**config.mk**
```make
export PLATFORM = sky130hd
export DESIGN_NAME = dirty_region_tracker_flat
export DESIGN_NICKNAME = d
export VERILOG_FILES = /design/src/drt_pkg.sv /design/src/drt_in_if.sv /design/src/drt_out_if.sv /design/src/drt_clamp.sv /design/src/dirty_region_tracker.sv /design/src/flat_wrapper.sv
export SDC_FILE = /design/constraint.sdc
export NUM_CORES = 1
export LEC_CHECK = 0
export ABC_AREA = 1
export ABC_CLOCK_PERIOD_IN_PS = 10470
export BUFFER_PORTS_ARGS = -buffer_cell sky130_fd_sc_hd__buf_2
export CAP_MARGIN = 10
export CORE_ASPECT_RATIO = 1.2
export CORE_UTILIZATION = 45
export DETAILED_ROUTE_END_ITERATION = 10
export GPL_ROUTABILITY_DRIVEN = 0
export GPL_TIMING_DRIVEN = 0
export PLACE_DENSITY = 0.75
export SETUP_SLACK_MARGIN = 0.2
export SLEW_MARGIN = 25
export SYNTH_ARGS = -nofsm -noshare
export SYNTH_HDL_FRONTEND = slang
export SYNTH_HIERARCHICAL = 1
export SYNTH_SLANG_ARGS = --single-unit
```
**constraint.sdc**
```tcl
create_clock -name i_clk -period 10.47 [get_ports i_clk]
set_input_delay 2.094 -clock i_clk [delete_from_list [all_inputs] [get_ports i_clk]]
set_output_delay 2.094 -clock i_clk [all_outputs]
set_load 0.02 [all_outputs]
```
**src/drt_pkg.sv**
```systemverilog
package drt_pkg;

    localparam int COORD_BITS = 10;
    localparam int WIN_BITS   = COORD_BITS + 1;
    localparam int POS_BITS   = 12;
    localparam int LEN_BITS   = 12;
    localparam int SIZE_BITS  = 10;
    localparam int OFS_BITS   = 8;
    localparam int CFG_BITS   = 10;
    localparam int CFG_IDX_BITS = 2;
    // wide enough for pos + len - 1 and for any saturated screen limit
    localparam int SUM_BITS   = 17;

    localparam logic [SIZE_BITS-1:0] SCREEN_W_RST = SIZE_BITS'(240);
    localparam logic [SIZE_BITS-1:0] SCREEN_H_RST = SIZE_BITS'(320);

    typedef enum logic [1:0] {
        MODE_MARK   = 2'd0,
        MODE_START  = 2'd1,
        MODE_END    = 2'd2,
        MODE_TAKE   = 2'd3
    } t_mode;

    typedef enum logic [CFG_IDX_BITS-1:0] {
        CFG_SCREEN_W = 2'd0,
        CFG_SCREEN_H = 2'd1,
        CFG_OFS_X    = 2'd2,
        CFG_OFS_Y    = 2'd3
    } t_cfg_idx;

    typedef struct packed {
        logic                  hit;
        logic [COORD_BITS-1:0] lo;
        logic [COORD_BITS-1:0] hi;
    } t_span;

    typedef struct packed {
        logic                  region_valid;
        logic                  update_pending;
        logic                  send_now;
        logic [COORD_BITS-1:0] box_left;
        logic [COORD_BITS-1:0] box_top;
        logic [COORD_BITS-1:0] box_right;
        logic [COORD_BITS-1:0] box_bottom;
        logic [WIN_BITS-1:0]   window_left;
        logic [WIN_BITS-1:0]   window_top;
        logic [WIN_BITS-1:0]   window_right;
        logic [WIN_BITS-1:0]   window_bottom;
    } t_result;

endpackage

```
**src/drt_in_if.sv**
```systemverilog
interface drt_in_if;
    logic                                   valid;
    logic                                   ready;
    logic [1:0]                             mode;
    logic signed [drt_pkg::POS_BITS-1:0]    rect_x;
    logic signed [drt_pkg::POS_BITS-1:0]    rect_y;
    logic [drt_pkg::LEN_BITS-1:0]           rect_w;
    logic [drt_pkg::LEN_BITS-1:0]           rect_h;

    modport source (output valid, mode, rect_x, rect_y, rect_w, rect_h, input ready);
    modport sink   (input valid, mode, rect_x, rect_y, rect_w, rect_h, output ready);
endinterface

```
**src/drt_out_if.sv**
```systemverilog
interface drt_out_if;
    logic                               valid;
    logic                               ready;
    logic                               region_valid;
    logic                               update_pending;
    logic                               send_now;
    logic [drt_pkg::COORD_BITS-1:0]     box_left;
    logic [drt_pkg::COORD_BITS-1:0]     box_top;
    logic [drt_pkg::COORD_BITS-1:0]     box_right;
    logic [drt_pkg::COORD_BITS-1:0]     box_bottom;
    logic [drt_pkg::WIN_BITS-1:0]       window_left;
    logic [drt_pkg::WIN_BITS-1:0]       window_top;
    logic [drt_pkg::WIN_BITS-1:0]       window_right;
    logic [drt_pkg::WIN_BITS-1:0]       window_bottom;

    modport source (output valid, region_valid, update_pending, send_now,
                    box_left, box_top, box_right, box_bottom,
                    window_left, window_top, window_right, window_bottom,
                    input ready);
    modport sink   (input valid, region_valid, update_pending, send_now,
                    box_left, box_top, box_right, box_bottom,
                    window_left, window_top, window_right, window_bottom,
                    output ready);
endinterface

```
**src/drt_clamp.sv**
```systemverilog
module drt_clamp (
    input  logic signed [drt_pkg::POS_BITS-1:0] i_pos,
    input  logic [drt_pkg::LEN_BITS-1:0]        i_len,
    input  logic [drt_pkg::SIZE_BITS-1:0]       i_size,
    output drt_pkg::t_span                      o_span
);
    import drt_pkg::*;

    localparam logic signed [SUM_BITS-1:0] ONE_S  = SUM_BITS'(1);
    localparam logic signed [SUM_BITS-1:0] ZERO_S = '0;
    localparam logic signed [SUM_BITS-1:0] MASK_S = SUM_BITS'((1 << COORD_BITS) - 1);

    logic signed [SUM_BITS-1:0] pos_s;
    logic signed [SUM_BITS-1:0] size_s;
    logic signed [SUM_BITS-1:0] end_s;
    logic signed [SUM_BITS-1:0] lim_s;
    logic signed [SUM_BITS-1:0] lo_s;
    logic signed [SUM_BITS-1:0] hi_s;

    always_comb begin
        pos_s  = SUM_BITS'(i_pos);
        size_s = $signed(SUM_BITS'(i_size));
        end_s  = pos_s + $signed(SUM_BITS'(i_len)) - ONE_S;
        // saturate screen size to the coordinate range; size zero gives -1
        lim_s  = (size_s > MASK_S) ? (MASK_S - ONE_S) : (size_s - ONE_S);
        lo_s   = (pos_s < ZERO_S) ? ZERO_S : pos_s;
        hi_s   = (end_s > lim_s) ? lim_s : end_s;

        o_span.hit = !(lo_s > hi_s);
        o_span.lo  = lo_s[COORD_BITS-1:0];
        o_span.hi  = hi_s[COORD_BITS-1:0];
    end

endmodule

```
**src/dirty_region_tracker.sv**
```systemverilog
// An accepted command's result goes to the output register, or to the skid
// register if the output register holds a result that is not yet taken.
// Throughput: one command per cycle while the skid register is empty; this
// two-entry output stage keeps input ready while one result waits downstream.
// Reset (synchronous, active low) clears the box, update-pending and both
// output entries, and loads screen 240 x 320 with zero panel offsets.
module dirty_region_tracker (
    input  logic                             i_clk,
    input  logic                             i_rst_n,
    input  logic                             i_cfg_we,
    input  logic [drt_pkg::CFG_IDX_BITS-1:0] i_cfg_idx,
    input  logic [drt_pkg::CFG_BITS-1:0]     i_cfg_data,
    drt_in_if.sink                           i_cmd,
    drt_out_if.source                        o_res
);
    import drt_pkg::*;

    logic [SIZE_BITS-1:0]  r_screen_w;
    logic [SIZE_BITS-1:0]  r_screen_h;
    logic [OFS_BITS-1:0]   r_ofs_x;
    logic [OFS_BITS-1:0]   r_ofs_y;

    logic                  r_box_valid, n_box_valid;
    logic                  r_pending,   n_pending;
    logic [COORD_BITS-1:0] r_left,   n_left;
    logic [COORD_BITS-1:0] r_top,    n_top;
    logic [COORD_BITS-1:0] r_right,  n_right;
    logic [COORD_BITS-1:0] r_bottom, n_bottom;

    logic                  r_out_valid;
    t_result               r_out;
    logic                  r_skid_valid;
    t_result               r_skid;

    t_span                 span_x;
    t_span                 span_y;
    t_mode                 cmd_mode;
    logic                  send;
    logic                  accept;
    t_result               res;

    drt_clamp u_clamp_x (
        .i_pos  (i_cmd.rect_x),
        .i_len  (i_cmd.rect_w),
        .i_size (r_screen_w),
        .o_span (span_x)
    );

    drt_clamp u_clamp_y (
        .i_pos  (i_cmd.rect_y),
        .i_len  (i_cmd.rect_h),
        .i_size (r_screen_h),
        .o_span (span_y)
    );

    assign cmd_mode    = t_mode'(i_cmd.mode);
    assign i_cmd.ready = !r_skid_valid;
    assign accept      = i_cmd.valid && !r_skid_valid;

    always_comb begin
        n_box_valid = r_box_valid;
        n_pending   = r_pending;
        n_left      = r_left;
        n_top       = r_top;
        n_right     = r_right;
        n_bottom    = r_bottom;
        send        = 1'b0;
        unique case (cmd_mode)
            MODE_MARK: begin
                if (span_x.hit && span_y.hit) begin
                    if (!r_box_valid) begin
                        n_left   = span_x.lo;
                        n_top    = span_y.lo;
                        n_right  = span_x.hi;
                        n_bottom = span_y.hi;
                    end else begin
                        n_left   = (span_x.lo < r_left)   ? span_x.lo : r_left;
                        n_top    = (span_y.lo < r_top)    ? span_y.lo : r_top;
                        n_right  = (span_x.hi > r_right)  ? span_x.hi : r_right;
                        n_bottom = (span_y.hi > r_bottom) ? span_y.hi : r_bottom;
                    end
                    n_box_valid = 1'b1;
                end
            end
            MODE_START: begin
                n_box_valid = 1'b0;
            end
            MODE_END: begin
                if (r_box_valid) begin
                    n_pending = 1'b1;
                end
            end
            MODE_TAKE: begin
                send      = r_pending && r_box_valid;
                n_pending = 1'b0;
            end
            default: begin
                n_box_valid = r_box_valid;
            end
        endcase
    end

    always_comb begin
        res                = '0;
        res.region_valid   = n_box_valid;
        res.update_pending = n_pending;
        res.send_now       = send;
        if (n_box_valid) begin
            res.box_left   = n_left;
            res.box_top    = n_top;
            res.box_right  = n_right;
            res.box_bottom = n_bottom;
        end
        if (send) begin
            res.window_left   = WIN_BITS'(n_left)   + WIN_BITS'(r_ofs_x);
            res.window_top    = WIN_BITS'(n_top)    + WIN_BITS'(r_ofs_y);
            res.window_right  = WIN_BITS'(n_right)  + WIN_BITS'(r_ofs_x);
            res.window_bottom = WIN_BITS'(n_bottom) + WIN_BITS'(r_ofs_y);
        end
    end

    always_ff @(posedge i_clk) begin
        if (!i_rst_n) begin
            r_screen_w <= SCREEN_W_RST;
            r_screen_h <= SCREEN_H_RST;
            r_ofs_x    <= '0;
            r_ofs_y    <= '0;
        end else if (i_cfg_we) begin
            unique case (t_cfg_idx'(i_cfg_idx))
                CFG_SCREEN_W: r_screen_w <= i_cfg_data[SIZE_BITS-1:0];
                CFG_SCREEN_H: r_screen_h <= i_cfg_data[SIZE_BITS-1:0];
                CFG_OFS_X:    r_ofs_x    <= i_cfg_data[OFS_BITS-1:0];
                CFG_OFS_Y:    r_ofs_y    <= i_cfg_data[OFS_BITS-1:0];
                default:      r_ofs_y    <= r_ofs_y;
            endcase
        end
    end

    always_ff @(posedge i_clk) begin
        if (!i_rst_n) begin
            r_box_valid <= 1'b0;
            r_pending   <= 1'b0;
            r_left      <= '0;
            r_top       <= '0;
            r_right     <= '0;
            r_bottom    <= '0;
        end else if (accept) begin
            r_box_valid <= n_box_valid;
            r_pending   <= n_pending;
            r_left      <= n_left;
            r_top       <= n_top;
            r_right     <= n_right;
            r_bottom    <= n_bottom;
        end
    end

    // output register with a skid entry behind it
    always_ff @(posedge i_clk) begin
        if (!i_rst_n) begin
            r_out_valid  <= 1'b0;
            r_skid_valid <= 1'b0;
        end else if (accept) begin
            if (!r_out_valid || o_res.ready) begin
                r_out_valid <= 1'b1;
                r_out       <= res;
            end else begin
                r_skid_valid <= 1'b1;
                r_skid       <= res;
            end
        end else if (r_out_valid && o_res.ready) begin
            // advance the skid entry, if any
            r_out_valid  <= r_skid_valid;
            r_out        <= r_skid;
            r_skid_valid <= 1'b0;
        end
    end

    assign o_res.valid          = r_out_valid;
    assign o_res.region_valid   = r_out.region_valid;
    assign o_res.update_pending = r_out.update_pending;
    assign o_res.send_now       = r_out.send_now;
    assign o_res.box_left       = r_out.box_left;
    assign o_res.box_top        = r_out.box_top;
    assign o_res.box_right      = r_out.box_right;
    assign o_res.box_bottom     = r_out.box_bottom;
    assign o_res.window_left    = r_out.window_left;
    assign o_res.window_top     = r_out.window_top;
    assign o_res.window_right   = r_out.window_right;
    assign o_res.window_bottom  = r_out.window_bottom;

endmodule
```
**src/flat_wrapper.sv**
```systemverilog
// flat-port wrapper written by rule: the top's interface ports become plain ports
module dirty_region_tracker_flat import drt_pkg::*;
  (i_clk, i_rst_n, i_cfg_we, i_cfg_idx, i_cfg_data, i_cmd_valid, i_cmd_mode, i_cmd_rect_x, i_cmd_rect_y, i_cmd_rect_w, i_cmd_rect_h, i_cmd_ready, o_res_valid, o_res_region_valid, o_res_update_pending, o_res_send_now, o_res_box_left, o_res_box_top, o_res_box_right, o_res_box_bottom, o_res_window_left, o_res_window_top, o_res_window_right, o_res_window_bottom, o_res_ready);
  drt_in_if i_cmd_i ();
  drt_out_if o_res_i ();
  input  logic i_clk;
  input  logic i_rst_n;
  input  logic i_cfg_we;
  input  logic [drt_pkg::CFG_IDX_BITS-1:0] i_cfg_idx;
  input  logic [drt_pkg::CFG_BITS-1:0] i_cfg_data;
  input wire logic [$bits(i_cmd_i.valid)-1:0] i_cmd_valid;
  input wire logic [$bits(i_cmd_i.mode)-1:0] i_cmd_mode;
  input wire logic [$bits(i_cmd_i.rect_x)-1:0] i_cmd_rect_x;
  input wire logic [$bits(i_cmd_i.rect_y)-1:0] i_cmd_rect_y;
  input wire logic [$bits(i_cmd_i.rect_w)-1:0] i_cmd_rect_w;
  input wire logic [$bits(i_cmd_i.rect_h)-1:0] i_cmd_rect_h;
  output wire logic [$bits(i_cmd_i.ready)-1:0] i_cmd_ready;
  output wire logic [$bits(o_res_i.valid)-1:0] o_res_valid;
  output wire logic [$bits(o_res_i.region_valid)-1:0] o_res_region_valid;
  output wire logic [$bits(o_res_i.update_pending)-1:0] o_res_update_pending;
  output wire logic [$bits(o_res_i.send_now)-1:0] o_res_send_now;
  output wire logic [$bits(o_res_i.box_left)-1:0] o_res_box_left;
  output wire logic [$bits(o_res_i.box_top)-1:0] o_res_box_top;
  output wire logic [$bits(o_res_i.box_right)-1:0] o_res_box_right;
  output wire logic [$bits(o_res_i.box_bottom)-1:0] o_res_box_bottom;
  output wire logic [$bits(o_res_i.window_left)-1:0] o_res_window_left;
  output wire logic [$bits(o_res_i.window_top)-1:0] o_res_window_top;
  output wire logic [$bits(o_res_i.window_right)-1:0] o_res_window_right;
  output wire logic [$bits(o_res_i.window_bottom)-1:0] o_res_window_bottom;
  input wire logic [$bits(o_res_i.ready)-1:0] o_res_ready;
  assign i_cmd_i.valid = i_cmd_valid;
  assign i_cmd_i.mode = i_cmd_mode;
  assign i_cmd_i.rect_x = i_cmd_rect_x;
  assign i_cmd_i.rect_y = i_cmd_rect_y;
  assign i_cmd_i.rect_w = i_cmd_rect_w;
  assign i_cmd_i.rect_h = i_cmd_rect_h;
  assign i_cmd_ready = i_cmd_i.ready;
  assign o_res_valid = o_res_i.valid;
  assign o_res_region_valid = o_res_i.region_valid;
  assign o_res_update_pending = o_res_i.update_pending;
  assign o_res_send_now = o_res_i.send_now;
  assign o_res_box_left = o_res_i.box_left;
  assign o_res_box_top = o_res_i.box_top;
  assign o_res_box_right = o_res_i.box_right;
  assign o_res_box_bottom = o_res_i.box_bottom;
  assign o_res_window_left = o_res_i.window_left;
  assign o_res_window_top = o_res_i.window_top;
  assign o_res_window_right = o_res_i.window_right;
  assign o_res_window_bottom = o_res_i.window_bottom;
  assign o_res_i.ready = o_res_ready;
  dirty_region_tracker u_core (.i_clk(i_clk), .i_rst_n(i_rst_n), .i_cfg_we(i_cfg_we), .i_cfg_idx(i_cfg_idx), .i_cfg_data(i_cfg_data), .i_cmd(i_cmd_i), .o_res(o_res_i));
endmodule
```
Word level (Yosys, flattened, before mapping). Cells that the tools add are included.

Logic and storage cells: 119. Register bits: 254.

$lt $le $gt $ge: 10. Add/subtract/negate cells: 10. Reductions and logical operators: 20. Muxes and demuxes: 36. Bitwise gates (word level): 1. Equality and inequality tests: 8.

Operators by type and width (number): $mux W87 (3); $mux W10 (16); $mux W17 (4); $add A10 B8 Y11 (4); $mux W44 (1); $mux W40 (1); $gt A17 B11 Y1 (2); $gt A17 B17 Y1 (2); $sub A17 B2 Y17 const B (2); $add A12 B13 Y14 (2); $lt A12 B1 Y1 const B (2); $sub A10 B1 Y11 const B (2); $gt A10 B10 Y1 (2); $lt A10 B10 Y1 (2); $reduce_and A2 Y1 (6); $mux W1 (9); $eq A2 B2 Y1 const B (4); $reduce_and A3 Y1 (2); $eq A2 B1 Y1 const B (2); $logic_and A1 B1 Y1 (4); $logic_not A1 Y1 (4); $logic_not A2 Y1 (2); $ne A2 B2 Y1 const B (2); $pmux W1 S2 (2); 3 further kinds (3).

Logic depth before layout (Yosys ltp).
Depth in word-level cells: 13. Gate-level depth with buffers: 59.

Hierarchy. Netlist, hierarchy kept.

Modules (own cells, without submodules): dirty_region_tracker (cells an instance 1481, area an instance 12731.0 µm², times used 1); drt_clamp (cells an instance 341, area an instance 1994.4 µm², times used 2).

Worst setup path after synthesis. No wires, ideal clock.

Path type: input -> register. Start point: in i_cmd_rect_y[11]. End point: reg u_core.r_out (netlist bit u_core/o_res.window_bottom[6]) (data pin). Slack: 2.126 ns. Cell stages on the path: 55. Data arrival time: 8.076 ns. Required time: 10.202 ns. Cells stage by stage: clkbuf_1 inv_1 fa_1 nand2_1 nor2_1 nand3_1 nand3_1 inv_1 nand2_1 inv_1 ha_1 nand2_1 nor2_2 nand3_1 nor2_2 nand2_1 nand2_1 nand2_1 [... 19 more ...] inv_2 nand2_1 buf_2 nand2_1 o21ai_1 ha_1 inv_1 fa_1 nor2_1 o21ai_0 nand2_1 nand2_1 nand2_1 nand2_1 nand2_1 nand2_1 nand3_1 o21ai_0.

RTL lines: start: declaration (line flat_wrapper.sv:14) `input wire logic [$bits(i_cmd_i.rect_y)-1:0] i_cmd_rect_y;`; end signal: assignment (line dirty_region_tracker.sv:165) `r_out <= res;`; end signal: assignment (line dirty_region_tracker.sv:173) `r_out <= r_skid;`; end: declaration (line dirty_region_tracker.sv:31) `t_result r_out;`.

==> metrics.txt <==
CTS max path bufs 3; commonest non-fill, non-tap cell in the layout nand2_1; Slew Viols, Final 0; Fin. Hold Viols 0; Post-CTS Resized 0; met1 wire length around 18000 µm; Ys Warns 6; Sequential Power Share 0.350; ratio of cells with drive above 1 in the final layout 0.127; # diodes 0; CTS tree built; max cap viols 0; post-synth top area share 0.313; hold_buf cts 0; crit share post-route 0.904; CTS H-Tree Depth 1; DR vias/cell between 5 and 6; Fin Setup TNS 0 ns; Inserted Clock Buffers 26; area of the core between 30000 and 40000 µm²; I/O Pins 156; combinational share of power 0.322; slowest stage delay, CP 0.66 ns; CP max-delay cell fa_1; Residual DRC 0; clock sinks 254; Iter 0 DRT Violations 1375; Most common cell on crit path nand2_1; filler-free cell count of the finished design 2840; post-synth design cell area 16700 µm²; type of the worst setup path in -> reg; Post-CTS Repair Setup Buffers 0; Root Driver clkbuf_16; most frequent cells in the layout nand2_1 (637), inv_1 (333), edfxtp_1 (174), ha_1 (170), buf_2 (164); Internal 0.00213 W; initial antenna violation count 1; CP required 10.83 ns; Placed Instances 2792; Total GRT Usage 0.239; post-layout utilization of the core 0.531; crit-path max FO 10; FP Rows 76; GRT overflow 0; largest cells by area after synthesis edfxtp_1 (31%), nand2_1 (14%), ha_1 (13%); distinct cell type count after synthesis 40; Syn Inst Count 2163; ys async rst share 0; die area 37900 µm²; Clock transition at path regs 0.06 ns; WL final 44500 µm; largest net degree at the start of global routing 29; cell taking the most area after synthesis edfxtp_1; met2 WL 21800 µm; vias in the first global route 14400; CP arrival approximately 9.8 ns; Die W 178 µm; first-pass GRT wire length slightly above 70000 µm; fmax around 110 MHz; share of total power in the clock network 0.328; router iterations before antenna repair 7; crit path time final 9.46 ns; Via Count 14900; Skew-Pair Late Insertion Delay 0.54 ns; area growth from synthesis to layout 15.1%; routed wl met3 about 3100 µm; Initial Util 0.461; switching share of power 0.342; RSZ-0062 raised after global routing false; synthesized area per cell approximately 7.7 µm²; relative slew slack 0.418; # nets final about 2600; Synth Register Bits 254; sequential area share after synthesis 0.408; CP endpoint kind flop; I/O Buffers 154; status completed; Worst Setup Start Kind primary input; Primary FF master, synth edfxtp_1; WL per Instance 15.7 µm; Tightest Hold Check Type reg -> reg; Final ANT Viol Nets 0; worst clock skew 0.0117 ns; top routing layer in use met5; HPWL after DPL 35300 µm; Max VDD drop between 0.00008 and 0.00009 V; Die Ht around 210 µm; Power Density 168 nW/µm²; syn nets 2408; Slew @ Worst Pin 0.873 ns; number of flops mapped to enable cells by yosys 174; sw power 0.00111 W; Setup Viol. Count Final 0; Pleak roughly 9.1 nW
==> per-stage QoR <==
step	area (µm²)	hold slack (ns)	total power (W)	setup slack, ns
floorplan	16700	0.445	0.00190	2.13
global placement	18100	0.454	0.00213	0.853
finish	19300	0.471	0.00324	1.01
global route	19300	0.483	0.00342	0.236
CTS	19300	0.470	0.00323	1.11
detailed placement	18300	0.461	0.00217	0.622
==> critical path, delay by kind of cell <==
family / cells / cell delay [ns]
compound gates: 5 / 1.06
buf+inv: 13 / 1.68
simple gates: 30 / 3.32
fa+ha+maj: 5 / 1.65
==> synth_stat cells, types with 2 or more instances <==
master,n
inv_2,21
o21ai_2,27
nor2_1,153
nand2_2,16
clkinv_1,3
nand3b_1,8
a21oi_1,153
a31oi_1,5
o21ai_0,94
o211ai_1,2
nor2_2,4
nand2_1,637
nand3_1,109
or2_1,2
nand4_1,15
nand2_4,2
buf_2,10
ha_1,170
dfxtp_1,80
buf_6,5
or3b_1,2
nor3_1,9
o21bai_1,7
a21oi_2,3
edfxtp_1,174
or2_2,6
xnor2_1,16
fa_1,8
xor2_1,16
o21ai_1,12
clkbuf_1,40
buf_1,8
inv_1,333
and2_1,3
o21a_1,4
a31o_2,2
==> area by class of cell <==
class	instances	area, µm²
plain buffers	64	300
repair buffers	161	948
clock inverters	16	288
inverters	357	1340
multi-input cells	1488	8270
flip-flops and latches	254	6830
fillers	3309	17000
well taps	468	586
clock buffers	32	694
==> kinds of logic after synthesis <==
kind of cell	Yosys count	synth area share
compound gates	310	0.103
fa+ha+maj	178	0.137
buf+inv	421	0.0981
flops	254	0.408
xor+xnor	32	0.0168
simple gates	968	0.237
==> power by group through the flow <==
stage	clock, W	sequential [W]	combinational (W)
final	0.00106	0.00113	0.00104
after global routing	0.00111	0.00114	0.00117
after CTS	0.00107	0.00113	0.00103
after detailed placement	0	0.00115	0.00102
after global placement	0	0.00116	0.000973
after floorplan	0	0.00117	0.000726
==> path summary, 6_finish.rpt <==
check / start / to / slack, ns / cells past startpoint
worst max-delay path: i_cmd_rect_y[11] / u_core/o_res.window_top[8] / 1.01 / 53
worst min-delay path: u_core/r_left[2] / u_core/r_left[2] / 0.47 / 2
worst max register to register: u_core/r_screen_h[0] / u_core/o_res.window_top[8] / 3.11 / 46
worst min register to register: u_core/r_left[2] / u_core/r_left[2] / 0.47 / 2
==> registers in the layout (all words and copies together), names as in the netlist, 11 cells and up <==
signal                      flops
u_core/o_res.window_left       11
u_core/r_skid                  87
u_core/o_res.window_right      11
u_core/o_res.window_top        11
u_core/o_res.window_bottom     11
==> per-layer routing <==
metal	up-vias	global-route usage
met4	2	0.103
met2	583	0.423
li1	7350	-
met3	115	0.0294
met5	-	0
met1	6874	0.289
No activity file was read; power rests on OpenSTA's default activity.
